## src/rtl/iraft_pkg.sv

```systemverilog
`timescale 1ns / 1ps
// ----------------------------------------------------------------------------
// IR air-conditioner frame transmitter - shared definitions
// Item types, timing bundle, segment states, register indexes and frame bytes.
// ----------------------------------------------------------------------------
package iraft_pkg;

    localparam int FRAME_BYTES_DEF = 14;
    localparam int LEN_W           = 14;
    localparam int PER_W           = 8;
    localparam int CFG_IDX_W       = 3;
    localparam int CFG_DATA_W      = 14;

    localparam logic [CFG_IDX_W-1:0] CFG_HDR_MARK   = 3'd0;
    localparam logic [CFG_IDX_W-1:0] CFG_HDR_SPACE  = 3'd1;
    localparam logic [CFG_IDX_W-1:0] CFG_ONE_SPACE  = 3'd2;
    localparam logic [CFG_IDX_W-1:0] CFG_ZERO_SPACE = 3'd3;
    localparam logic [CFG_IDX_W-1:0] CFG_BIT_MARK   = 3'd4;
    localparam logic [CFG_IDX_W-1:0] CFG_PERIOD     = 3'd5;

    localparam logic [LEN_W-1:0] RST_HDR_MARK   = 14'd3600;
    localparam logic [LEN_W-1:0] RST_HDR_SPACE  = 14'd1630;
    localparam logic [LEN_W-1:0] RST_ONE_SPACE  = 14'd1380;
    localparam logic [LEN_W-1:0] RST_ZERO_SPACE = 14'd420;
    localparam logic [LEN_W-1:0] RST_BIT_MARK   = 14'd420;
    localparam logic [PER_W-1:0] RST_PERIOD     = 8'd26;
    localparam logic [PER_W-1:0] MIN_PERIOD     = 8'd2;

    localparam logic [7:0] HDR_BYTE0 = 8'h23;
    localparam logic [7:0] HDR_BYTE1 = 8'hCB;
    localparam logic [7:0] HDR_BYTE2 = 8'h26;
    localparam logic [7:0] CMD_BYTE3 = 8'h01;
    localparam logic [4:0] TEMP_TOP  = 5'd31;

    typedef enum logic [2:0] {
        PH_IDLE,
        PH_HDR_MARK,
        PH_HDR_SPACE,
        PH_LEAD_MARK,
        PH_BIT_SPACE,
        PH_BIT_MARK
    } t_phase;

    typedef struct packed {
        logic       kind;
        logic [7:0] power_code;
        logic [7:0] mode_code;
        logic [4:0] temperature;
        logic [7:0] fan_speed_code;
        logic [7:0] vane_vert_code;
        logic [7:0] vane_horz_code;
    } t_in_item;

    typedef struct packed {
        logic led_level;
        logic busy_res;
        logic frame_end;
        logic send_ignored;
    } t_out_item;

    typedef struct packed {
        logic [LEN_W-1:0] hdr_burst;
        logic [LEN_W-1:0] hdr_gap;
        logic [LEN_W-1:0] one_gap;
        logic [LEN_W-1:0] zero_gap;
        logic [LEN_W-1:0] bit_burst;
        logic [PER_W-1:0] period;
    } t_timing;

endpackage

```

## src/rtl/iraft_cfg_regs.sv

```systemverilog
`timescale 1ns / 1ps
// ----------------------------------------------------------------------------
// IR frame transmitter - timing registers
// Holds the length and carrier registers and presents their effective values.
// ----------------------------------------------------------------------------
module iraft_cfg_regs (
    input  logic                                i_clk,
    input  logic                                i_rst_n,
    input  logic                                i_cfg_we,
    input  logic [iraft_pkg::CFG_IDX_W-1:0]     i_cfg_idx,
    input  logic [iraft_pkg::CFG_DATA_W-1:0]    i_cfg_data,
    output iraft_pkg::t_timing                  o_timing
);
    import iraft_pkg::*;

    logic [LEN_W-1:0] r_hdr_burst, r_hdr_gap, r_one_gap, r_zero_gap, r_bit_burst;
    logic [PER_W-1:0] r_period;

    always_ff @(posedge i_clk) begin
        if (!i_rst_n) begin
            r_hdr_burst <= RST_HDR_MARK;
            r_hdr_gap   <= RST_HDR_SPACE;
            r_one_gap   <= RST_ONE_SPACE;
            r_zero_gap  <= RST_ZERO_SPACE;
            r_bit_burst <= RST_BIT_MARK;
            r_period    <= RST_PERIOD;
        end else if (i_cfg_we) begin
            case (i_cfg_idx)
                CFG_HDR_MARK:   r_hdr_burst <= i_cfg_data;
                CFG_HDR_SPACE:  r_hdr_gap   <= i_cfg_data;
                CFG_ONE_SPACE:  r_one_gap   <= i_cfg_data;
                CFG_ZERO_SPACE: r_zero_gap  <= i_cfg_data;
                CFG_BIT_MARK:   r_bit_burst <= i_cfg_data;
                CFG_PERIOD:     r_period    <= i_cfg_data[PER_W-1:0];
                default: ;
            endcase
        end
    end

    // zero length reads as one, period floors at two
    always_comb begin
        o_timing.hdr_burst = (r_hdr_burst == '0) ? LEN_W'(1) : r_hdr_burst;
        o_timing.hdr_gap   = (r_hdr_gap   == '0) ? LEN_W'(1) : r_hdr_gap;
        o_timing.one_gap   = (r_one_gap   == '0) ? LEN_W'(1) : r_one_gap;
        o_timing.zero_gap  = (r_zero_gap  == '0) ? LEN_W'(1) : r_zero_gap;
        o_timing.bit_burst = (r_bit_burst == '0) ? LEN_W'(1) : r_bit_burst;
        o_timing.period    = (r_period < MIN_PERIOD) ? MIN_PERIOD : r_period;
    end

endmodule

```

## src/rtl/iraft_frame_build.sv

```systemverilog
`timescale 1ns / 1ps
// ----------------------------------------------------------------------------
// IR frame transmitter - frame builder
// Assembles the command frame and its checksum from a send item.
// ----------------------------------------------------------------------------
module iraft_frame_build #(
    parameter int FRAME_BYTES = iraft_pkg::FRAME_BYTES_DEF
) (
    input  iraft_pkg::t_in_item         i_item,
    output logic [FRAME_BYTES*8-1:0]    o_frame
);
    import iraft_pkg::*;

    logic [7:0] temp_byte, fan_byte, csum;

    always_comb begin
        temp_byte = {3'b000, TEMP_TOP - i_item.temperature};
        fan_byte  = i_item.fan_speed_code | i_item.vane_vert_code;
        csum      = HDR_BYTE0 + HDR_BYTE1 + HDR_BYTE2 + CMD_BYTE3
                  + i_item.power_code + i_item.mode_code + temp_byte
                  + fan_byte + i_item.vane_horz_code;

        o_frame          = '0;
        o_frame[7:0]     = HDR_BYTE0;
        o_frame[15:8]    = HDR_BYTE1;
        o_frame[23:16]   = HDR_BYTE2;
        o_frame[31:24]   = CMD_BYTE3;
        o_frame[47:40]   = i_item.power_code;
        o_frame[55:48]   = i_item.mode_code;
        o_frame[63:56]   = temp_byte;
        o_frame[71:64]   = fan_byte;
        o_frame[103:96]  = i_item.vane_horz_code;
        o_frame[111:104] = csum;
    end

endmodule

```

## src/rtl/iraft_sequencer.sv

```systemverilog
`timescale 1ns / 1ps
// ----------------------------------------------------------------------------
// IR frame transmitter - segment sequencer
// Walks header, lead and bit segments, times them and drives the carrier.
// ----------------------------------------------------------------------------
module iraft_sequencer #(
    parameter int FRAME_BYTES = iraft_pkg::FRAME_BYTES_DEF
) (
    input  logic                        i_clk,
    input  logic                        i_rst_n,
    input  logic                        i_step,
    input  iraft_pkg::t_in_item         i_item,
    input  logic [FRAME_BYTES*8-1:0]    i_frame,
    input  iraft_pkg::t_timing          i_timing,
    output iraft_pkg::t_out_item        o_res
);
    import iraft_pkg::*;

    localparam int NBITS = FRAME_BYTES * 8;
    localparam int CNT_W = $clog2(NBITS);
    localparam logic [CNT_W-1:0] LAST_BIT = CNT_W'(NBITS - 1);

    t_phase             r_phase, n_phase;
    logic [LEN_W-1:0]   r_time, n_time;
    logic [PER_W-1:0]   r_carrier, n_carrier;
    logic [PER_W-1:0]   r_mark_per, n_mark_per;
    logic [PER_W-1:0]   r_round, n_round;
    logic [CNT_W-1:0]   r_bitcnt, n_bitcnt;
    logic [NBITS-1:0]   r_bits, n_bits;

    logic               is_mark, car_wrap, round_wrap, seg_end, busy;
    logic [LEN_W-1:0]   time_dec;
    logic [PER_W-1:0]   car_now;
    logic [PER_W:0]     car_inc, round_inc;

    // a mark runs until its length is spent and the period latched at its start wraps
    always_comb begin
        busy       = (r_phase != PH_IDLE);
        is_mark    = (r_phase == PH_HDR_MARK) || (r_phase == PH_LEAD_MARK)
                  || (r_phase == PH_BIT_MARK);
        car_now    = (r_carrier >= i_timing.period) ? '0 : r_carrier;
        car_inc    = {1'b0, car_now} + (PER_W+1)'(1);
        car_wrap   = (car_inc >= {1'b0, i_timing.period});
        round_inc  = {1'b0, r_round} + (PER_W+1)'(1);
        round_wrap = (round_inc >= {1'b0, r_mark_per});
        time_dec   = (r_time == '0) ? '0 : r_time - LEN_W'(1);
        seg_end    = (time_dec == '0) && (!is_mark || round_wrap);
    end

    // next state
    always_comb begin
        n_phase    = r_phase;
        n_time     = r_time;
        n_carrier  = r_carrier;
        n_mark_per = r_mark_per;
        n_round    = r_round;
        n_bitcnt   = r_bitcnt;
        n_bits     = r_bits;
        if (i_item.kind) begin
            if (!busy) begin
                n_phase    = PH_HDR_MARK;
                n_time     = i_timing.hdr_burst;
                n_carrier  = '0;
                n_mark_per = i_timing.period;
                n_round    = '0;
                n_bitcnt   = '0;
                n_bits     = i_frame;
            end
        end else if (busy) begin
            n_time = time_dec;
            if (is_mark) begin
                n_carrier = car_wrap ? '0 : car_inc[PER_W-1:0];
                n_round   = round_wrap ? '0 : round_inc[PER_W-1:0];
            end
            if (seg_end) begin
                case (r_phase)
                    PH_HDR_MARK: begin
                        n_phase = PH_HDR_SPACE;
                        n_time  = i_timing.hdr_gap;
                    end
                    PH_HDR_SPACE: begin
                        n_phase    = PH_LEAD_MARK;
                        n_time     = i_timing.bit_burst;
                        n_carrier  = '0;
                        n_mark_per = i_timing.period;
                        n_round    = '0;
                    end
                    PH_LEAD_MARK: begin
                        n_phase  = PH_BIT_SPACE;
                        n_bitcnt = '0;
                        n_time   = r_bits[0] ? i_timing.one_gap : i_timing.zero_gap;
                    end
                    PH_BIT_SPACE: begin
                        n_phase    = PH_BIT_MARK;
                        n_time     = i_timing.bit_burst;
                        n_carrier  = '0;
                        n_mark_per = i_timing.period;
                        n_round    = '0;
                    end
                    PH_BIT_MARK: begin
                        if (r_bitcnt == LAST_BIT) begin
                            n_phase   = PH_IDLE;
                            n_bitcnt  = '0;
                            n_carrier = '0;
                        end else begin
                            n_phase  = PH_BIT_SPACE;
                            n_bitcnt = r_bitcnt + CNT_W'(1);
                            n_bits   = r_bits >> 1;
                            n_time   = r_bits[1] ? i_timing.one_gap
                                                 : i_timing.zero_gap;
                        end
                    end
                    default: n_phase = PH_IDLE;
                endcase
            end
        end
    end

    // result
    always_comb begin
        o_res = '0;
        if (i_item.kind) begin
            o_res.busy_res     = 1'b1;
            o_res.send_ignored = busy;
        end else if (busy) begin
            o_res.busy_res  = 1'b1;
            o_res.led_level = is_mark && (car_now < (i_timing.period >> 1));
            o_res.frame_end = seg_end && (r_phase == PH_BIT_MARK)
                           && (r_bitcnt == LAST_BIT);
        end
    end

    always_ff @(posedge i_clk) begin
        if (!i_rst_n) begin
            r_phase    <= PH_IDLE;
            r_time     <= '0;
            r_carrier  <= '0;
            r_mark_per <= MIN_PERIOD;
            r_round    <= '0;
            r_bitcnt   <= '0;
        end else if (i_step) begin
            r_phase    <= n_phase;
            r_time     <= n_time;
            r_carrier  <= n_carrier;
            r_mark_per <= n_mark_per;
            r_round    <= n_round;
            r_bitcnt   <= n_bitcnt;
        end
    end

    always_ff @(posedge i_clk) begin
        if (i_step) begin
            r_bits <= n_bits;
        end
    end

endmodule

```

## src/rtl/ir_aircon_frame_transmitter.sv

```systemverilog
`timescale 1ns / 1ps
// ----------------------------------------------------------------------------
// IR air-conditioner frame transmitter - top level
// Pulse-distance IR frame generator driven by one-microsecond tick items.
//
//   channel | direction | handshake                    | payload
//   in      | input     | i_in_valid / o_in_stall      | i_in_data  (t_in_item)
//   out     | output    | o_out_valid / i_out_stall    | o_out_data (t_out_item)
//   cfg     | input     | i_cfg_we                     | i_cfg_idx, i_cfg_data
//
// One item per cycle unless the output stalls; each accepted item passes the
// input register, then the result register behind the sequencer logic.
// Reset is synchronous and returns the sequencer to idle and timing to defaults.
// A stall on the output holds the result register and then the input register.
// ----------------------------------------------------------------------------
module ir_aircon_frame_transmitter #(
    parameter int FRAME_BYTES = iraft_pkg::FRAME_BYTES_DEF
) (
    input  logic                                i_clk,
    input  logic                                i_rst_n,
    input  logic                                i_in_valid,
    input  iraft_pkg::t_in_item                 i_in_data,
    output logic                                o_in_stall,
    output logic                                o_out_valid,
    output iraft_pkg::t_out_item                o_out_data,
    input  logic                                i_out_stall,
    input  logic                                i_cfg_we,
    input  logic [iraft_pkg::CFG_IDX_W-1:0]     i_cfg_idx,
    input  logic [iraft_pkg::CFG_DATA_W-1:0]    i_cfg_data
);
    import iraft_pkg::*;

    logic                       r_in_valid, n_in_valid;
    t_in_item                   r_in_item;
    logic                       r_out_valid, n_out_valid;
    t_out_item                  r_out_data;
    logic                       adv, in_take, step;
    t_timing                    timing;
    t_out_item                  res;
    logic [FRAME_BYTES*8-1:0]   frame;

    always_comb begin
        adv         = !r_out_valid || !i_out_stall;
        o_in_stall  = r_in_valid && !adv;
        in_take     = i_in_valid && !o_in_stall;
        step        = r_in_valid && adv;
        n_in_valid  = in_take ? 1'b1 : (adv ? 1'b0 : r_in_valid);
        n_out_valid = adv ? r_in_valid : r_out_valid;
    end

    iraft_cfg_regs u_cfg (
        .i_clk      (i_clk),
        .i_rst_n    (i_rst_n),
        .i_cfg_we   (i_cfg_we),
        .i_cfg_idx  (i_cfg_idx),
        .i_cfg_data (i_cfg_data),
        .o_timing   (timing)
    );

    iraft_frame_build #(
        .FRAME_BYTES (FRAME_BYTES)
    ) u_build (
        .i_item  (r_in_item),
        .o_frame (frame)
    );

    iraft_sequencer #(
        .FRAME_BYTES (FRAME_BYTES)
    ) u_seq (
        .i_clk    (i_clk),
        .i_rst_n  (i_rst_n),
        .i_step   (step),
        .i_item   (r_in_item),
        .i_frame  (frame),
        .i_timing (timing),
        .o_res    (res)
    );

    always_ff @(posedge i_clk) begin
        if (!i_rst_n) begin
            r_in_valid  <= 1'b0;
            r_out_valid <= 1'b0;
        end else begin
            r_in_valid  <= n_in_valid;
            r_out_valid <= n_out_valid;
        end
    end

    always_ff @(posedge i_clk) begin
        if (in_take) begin
            r_in_item <= i_in_data;
        end
        if (step) begin
            r_out_data <= res;
        end
    end

    assign o_out_valid = r_out_valid;
    assign o_out_data  = r_out_data;

endmodule

```

## config.mk

```make
export PLATFORM = sky130hd
export DESIGN_NAME = ir_aircon_frame_transmitter
export DESIGN_NICKNAME = d
export VERILOG_FILES = /design/src/rtl/iraft_pkg.sv /design/src/rtl/iraft_cfg_regs.sv /design/src/rtl/iraft_frame_build.sv /design/src/rtl/iraft_sequencer.sv /design/src/rtl/ir_aircon_frame_transmitter.sv
export SDC_FILE = /design/constraint.sdc
export NUM_CORES = 1
export LEC_CHECK = 0
export ABC_AREA = 1
export ABC_CLOCK_PERIOD_IN_PS = 9500
export BUFFER_PORTS_ARGS = -buffer_cell sky130_fd_sc_hd__buf_2
export CAP_MARGIN = 5
export CORE_UTILIZATION = 30
export CTS_BUF_LIST = sky130_fd_sc_hd__clkbuf_4 sky130_fd_sc_hd__clkbuf_8
export DETAILED_ROUTE_END_ITERATION = 8
export HOLD_SLACK_MARGIN = 0.06
export PLACE_DENSITY = 0.43
export SLEW_MARGIN = 20
export SYNTH_ARGS = -nofsm -noshare
export SYNTH_HDL_FRONTEND = slang
export SYNTH_SLANG_ARGS = --single-unit
export TNS_END_PERCENT = 50
```

## constraint.sdc

```tcl
create_clock -name i_clk -period 9.5 [get_ports i_clk]
set_input_delay 0.95 -clock i_clk [delete_from_list [all_inputs] [get_ports i_clk]]
set_output_delay 0.95 -clock i_clk [all_outputs]
set_load 0.05 [all_outputs]
```

==> metrics.md <==
| Metric | Value |
|---|---|
| DR pass1 iterations | 7 |
| CTS buffer count | 53 |
| Yosys warns | 0 |
| Clock slew at reported path FFs | about 0.060 ns |
| Req. time, crit path | 10.05 ns |
| Port Buffers | 73 |
| Crit Path Category | register to register |
| Final antenna-violating net count | 0 |
| Hold_buf cts | 0 |
| Share of cells above drive strength 1 | 0.121 |
| Tcrit/Tclk final | 0.537 |
| Mean routed wirelength per cell | roughly 16 µm |
| HPWL Detailed | 28.4 mm |
| PwrDens | 178 mW/mm² |
| Max Slew Vio Count | 0 |
| Post-synthesis cell count | roughly 1.8k |
| Post-CTS setup buffer count | 0 |
| Cell area after synthesis | around 0.015 mm² |
| Initial core utilization | 0.306 |
| Detailed Route Iter0 Violations | ~750 |
| Diode count | 0 |
| Status | finished, final reports clean |
| Final #Nets | 1974 |
| Final wirelength | 40.4 mm |
| Row count | 80 |
| Clock sinks | 290 |
| Antenna violations before repair | 0 |
| Vias in the first global route | ~12k |
| Io pins | 74 |
| Area added between synthesis and finish | 14.1% |
| CTS tree | yes |
| Hold WS | 0.469 ns |
| Hold Fails Final Rpt | 0 |
| Pre-CTS WS | about 4.5 ns |
| Synth cell types | 44 |
| Gr usage total | 0.165 |
| Post-CTS Resized | 0 |
| Die area | 0.0500 mm² |
| Max_slew headroom | 0.343 |
| CP endpoint kind | register |
| CTS root buf | clkbuf_8 |
| Total congestion overflow | 0 |
| Largest net degree at the start of global routing | between 80 and 90 |
| Max-cap check violation count | 0 |
| Syn_nets | around 1.9k |
| Fill count | a little over 5k |
| RSZ-0062 raised after global routing | false |
| GP Congestion | between 0.9 and 1 |
| Top_reg_cell synth | edfxtp_1 |
| Crit Path Max Fanout | 9 |
| Crit path DAT | 5.65 ns |
| Worst slew pin tran | 0.986 ns |
| CP max stage delay | 0.42 ns |
| First-pass GRT wire length | ~65 mm |
| Placed cell area | approximately 0.016 mm² |
| Avg Cell Area, Syn | 8.37 µm² |
| Post-route setup TNS | 0 ns |
| Yosys reg bits | between 200 and 300 |
| Clock Latency Late Sink | about 0.66 ns |
| Hold WC Path Type | register to register |
| Post-synthesis async set-or-reset flop share | 0 |
| P_leak | 7.18 nW |
| Die height | 224 µm |
| Core footprint | about 0.048 mm² |
| Minimum clock period | around 5.1 ns |
| Post-route DRC | 0 |
| Clock Path Buffers | 3 |
| CP Launch Type | register |
| Via count | approximately 12k |
| EDFF count, synth | roughly 160 |
| Final setup fails | 0 |
| Fmax | around 200 MHz |
| Worst path slowest cell | nor3_1 |
| Worst Setup Slack, final | around 4.4 ns |
| H-tree depth | 2 |
| Most used cell, CP | nor2_1 |
| Skew final | roughly 0.045 ns |
| Cell area after layout | ~0.017 mm² |
| Sequential share of the synthesized area | 0.504 |
| Vias per std cell | 4.62 |
| Chip width | roughly 220 µm |
| VDD IR max | ~0.00010 V |
[area by class of cell]
type,instances,area [µm²],area share
multi-input cells,1154,6120,0.364
inverters,256,961,0.0571
well taps,656,821,0.0488
repair buffers,83,440,0.0262
clock inverters,11,60.1,0.00357
clock buffers,84,987,0.0587
flip-flops and latches,290,7430,0.442
[metrics by stage]
step | util | instances | power [W]
2_1_floorplan | - | 1761 | 0.00171
3_3_place_gp | 0.328 | 2439 | 0.00183
3_5_place_dp | 0.328 | 2439 | 0.00183
4_1_cts | 0.349 | 2534 | 0.00305
5_1_grt | 0.349 | 2534 | 0.00317
6_report | 0.349 | 2534 | 0.00300
[flip-flops by register name (all words and copies together), names as in the netlist, 7 cells and up]
register,flops
u_cfg.r_hdr_gap,14
u_seq.r_bitcnt,7
u_seq.r_mark_per,8
u_seq.r_time,14
u_seq.r_carrier,8
u_seq.r_round,8
u_cfg.r_one_gap,14
u_cfg.r_period,8
u_cfg.r_zero_gap,14
u_seq.r_bits,112
u_cfg.r_hdr_burst,14
u_cfg.r_bit_burst,14
r_in_item,46
[power by group]
group	internal, W	total (W)	switching (W)	leakage [nW]
clock network	0.000655	0.00120	0.000543	0.560
registers	0.00137	0.00139	0.0000214	2.53
logic	0.000140	0.000411	0.000271	4.09
[synthesized netlist by cell type (6+ instances only)]
library cell	count	area, µm²
ha_1	49	613
nor3_1	14	70.1
or2_2	21	131
o22ai_1	8	50.1
nand3_2	7	70.1
o21ai_0	133	666
xor2_1	11	96.3
inv_1	248	931
edfxtp_1	162	4860
nor2_1	204	766
nor4_1	8	50.1
nand2_2	8	50.1
fa_1	19	380
o211ai_1	24	180
nor2_2	6	37.5
nand4_1	36	225
a21oi_1	123	616
clkbuf_1	52	195
nand2_1	372	1400
dfxtp_1	128	2560
nand3_1	77	385
[layer usage]
layer | vias up | GRT usage | wire length [µm]
met2 | 210 | 0.265 | 18300
met5 | - | 0 | 0
met1 | 5481 | 0.220 | 19300
li1 | 5946 | - | -
met3 | 75 | 0.0291 | 1680
met4 | 0 | 0.0656 | 1190
[final timing paths]
kind	from	endpoint	slack (ns)	cells after the start
worst max-delay path	u_cfg.r_period[6]	u_seq.r_carrier[5]	4.40	28
worst min-delay path	u_cfg.r_period[0]	u_cfg.r_period[0]	0.47	2
worst max register to register	u_cfg.r_period[6]	u_seq.r_carrier[5]	4.40	28
worst min register to register	u_cfg.r_period[0]	u_cfg.r_period[0]	0.47	2
[kinds of logic (layout without fill, tap and decap cells)]
kind of cell	Yosys count	count (layout)	share of synthesized area
AND/OR/NAND/NOR	764	764	0.226
buffers and inverters	317	434	0.0818
AO/OA/AOI/OAI	306	306	0.112
flip-flops	290	290	0.504
adder cells (fa/ha/maj)	68	68	0.0674
XOR/XNOR	16	16	0.00951
[worst max-delay path: cells and delay by family (launching register included)]
family,cells,cell delay (ns)
DFF,1,0.31
buffers and inverters,2,0.21
adders and majority gates,3,0.85
AOI/OAI and AO/OA,1,0.33
and+or+nand+nor,22,3.33
[placed cells by master (no fill, tap or decap), drive strengths merged, types with 14 or more instances in the layout]
| cell | netlist | final |
|---|---|---|
| inv | 251 | 251 |
| nand4 | 36 | 36 |
| fa | 19 | 19 |
| clkbuf | 53 | 84 |
| a21oi | 123 | 123 |
| edfxtp | 162 | 162 |
| nor2 | 214 | 214 |
| clkinv | 5 | 15 |
| nand3 | 86 | 86 |
| o211ai | 24 | 24 |
| buf | 8 | 83 |
| nand2 | 382 | 382 |
| o21ai | 135 | 135 |
| or2 | 21 | 21 |
| dfxtp | 128 | 128 |
| ha | 49 | 49 |
| nor3 | 14 | 14 |
Power figures use the tool's default switching activity.
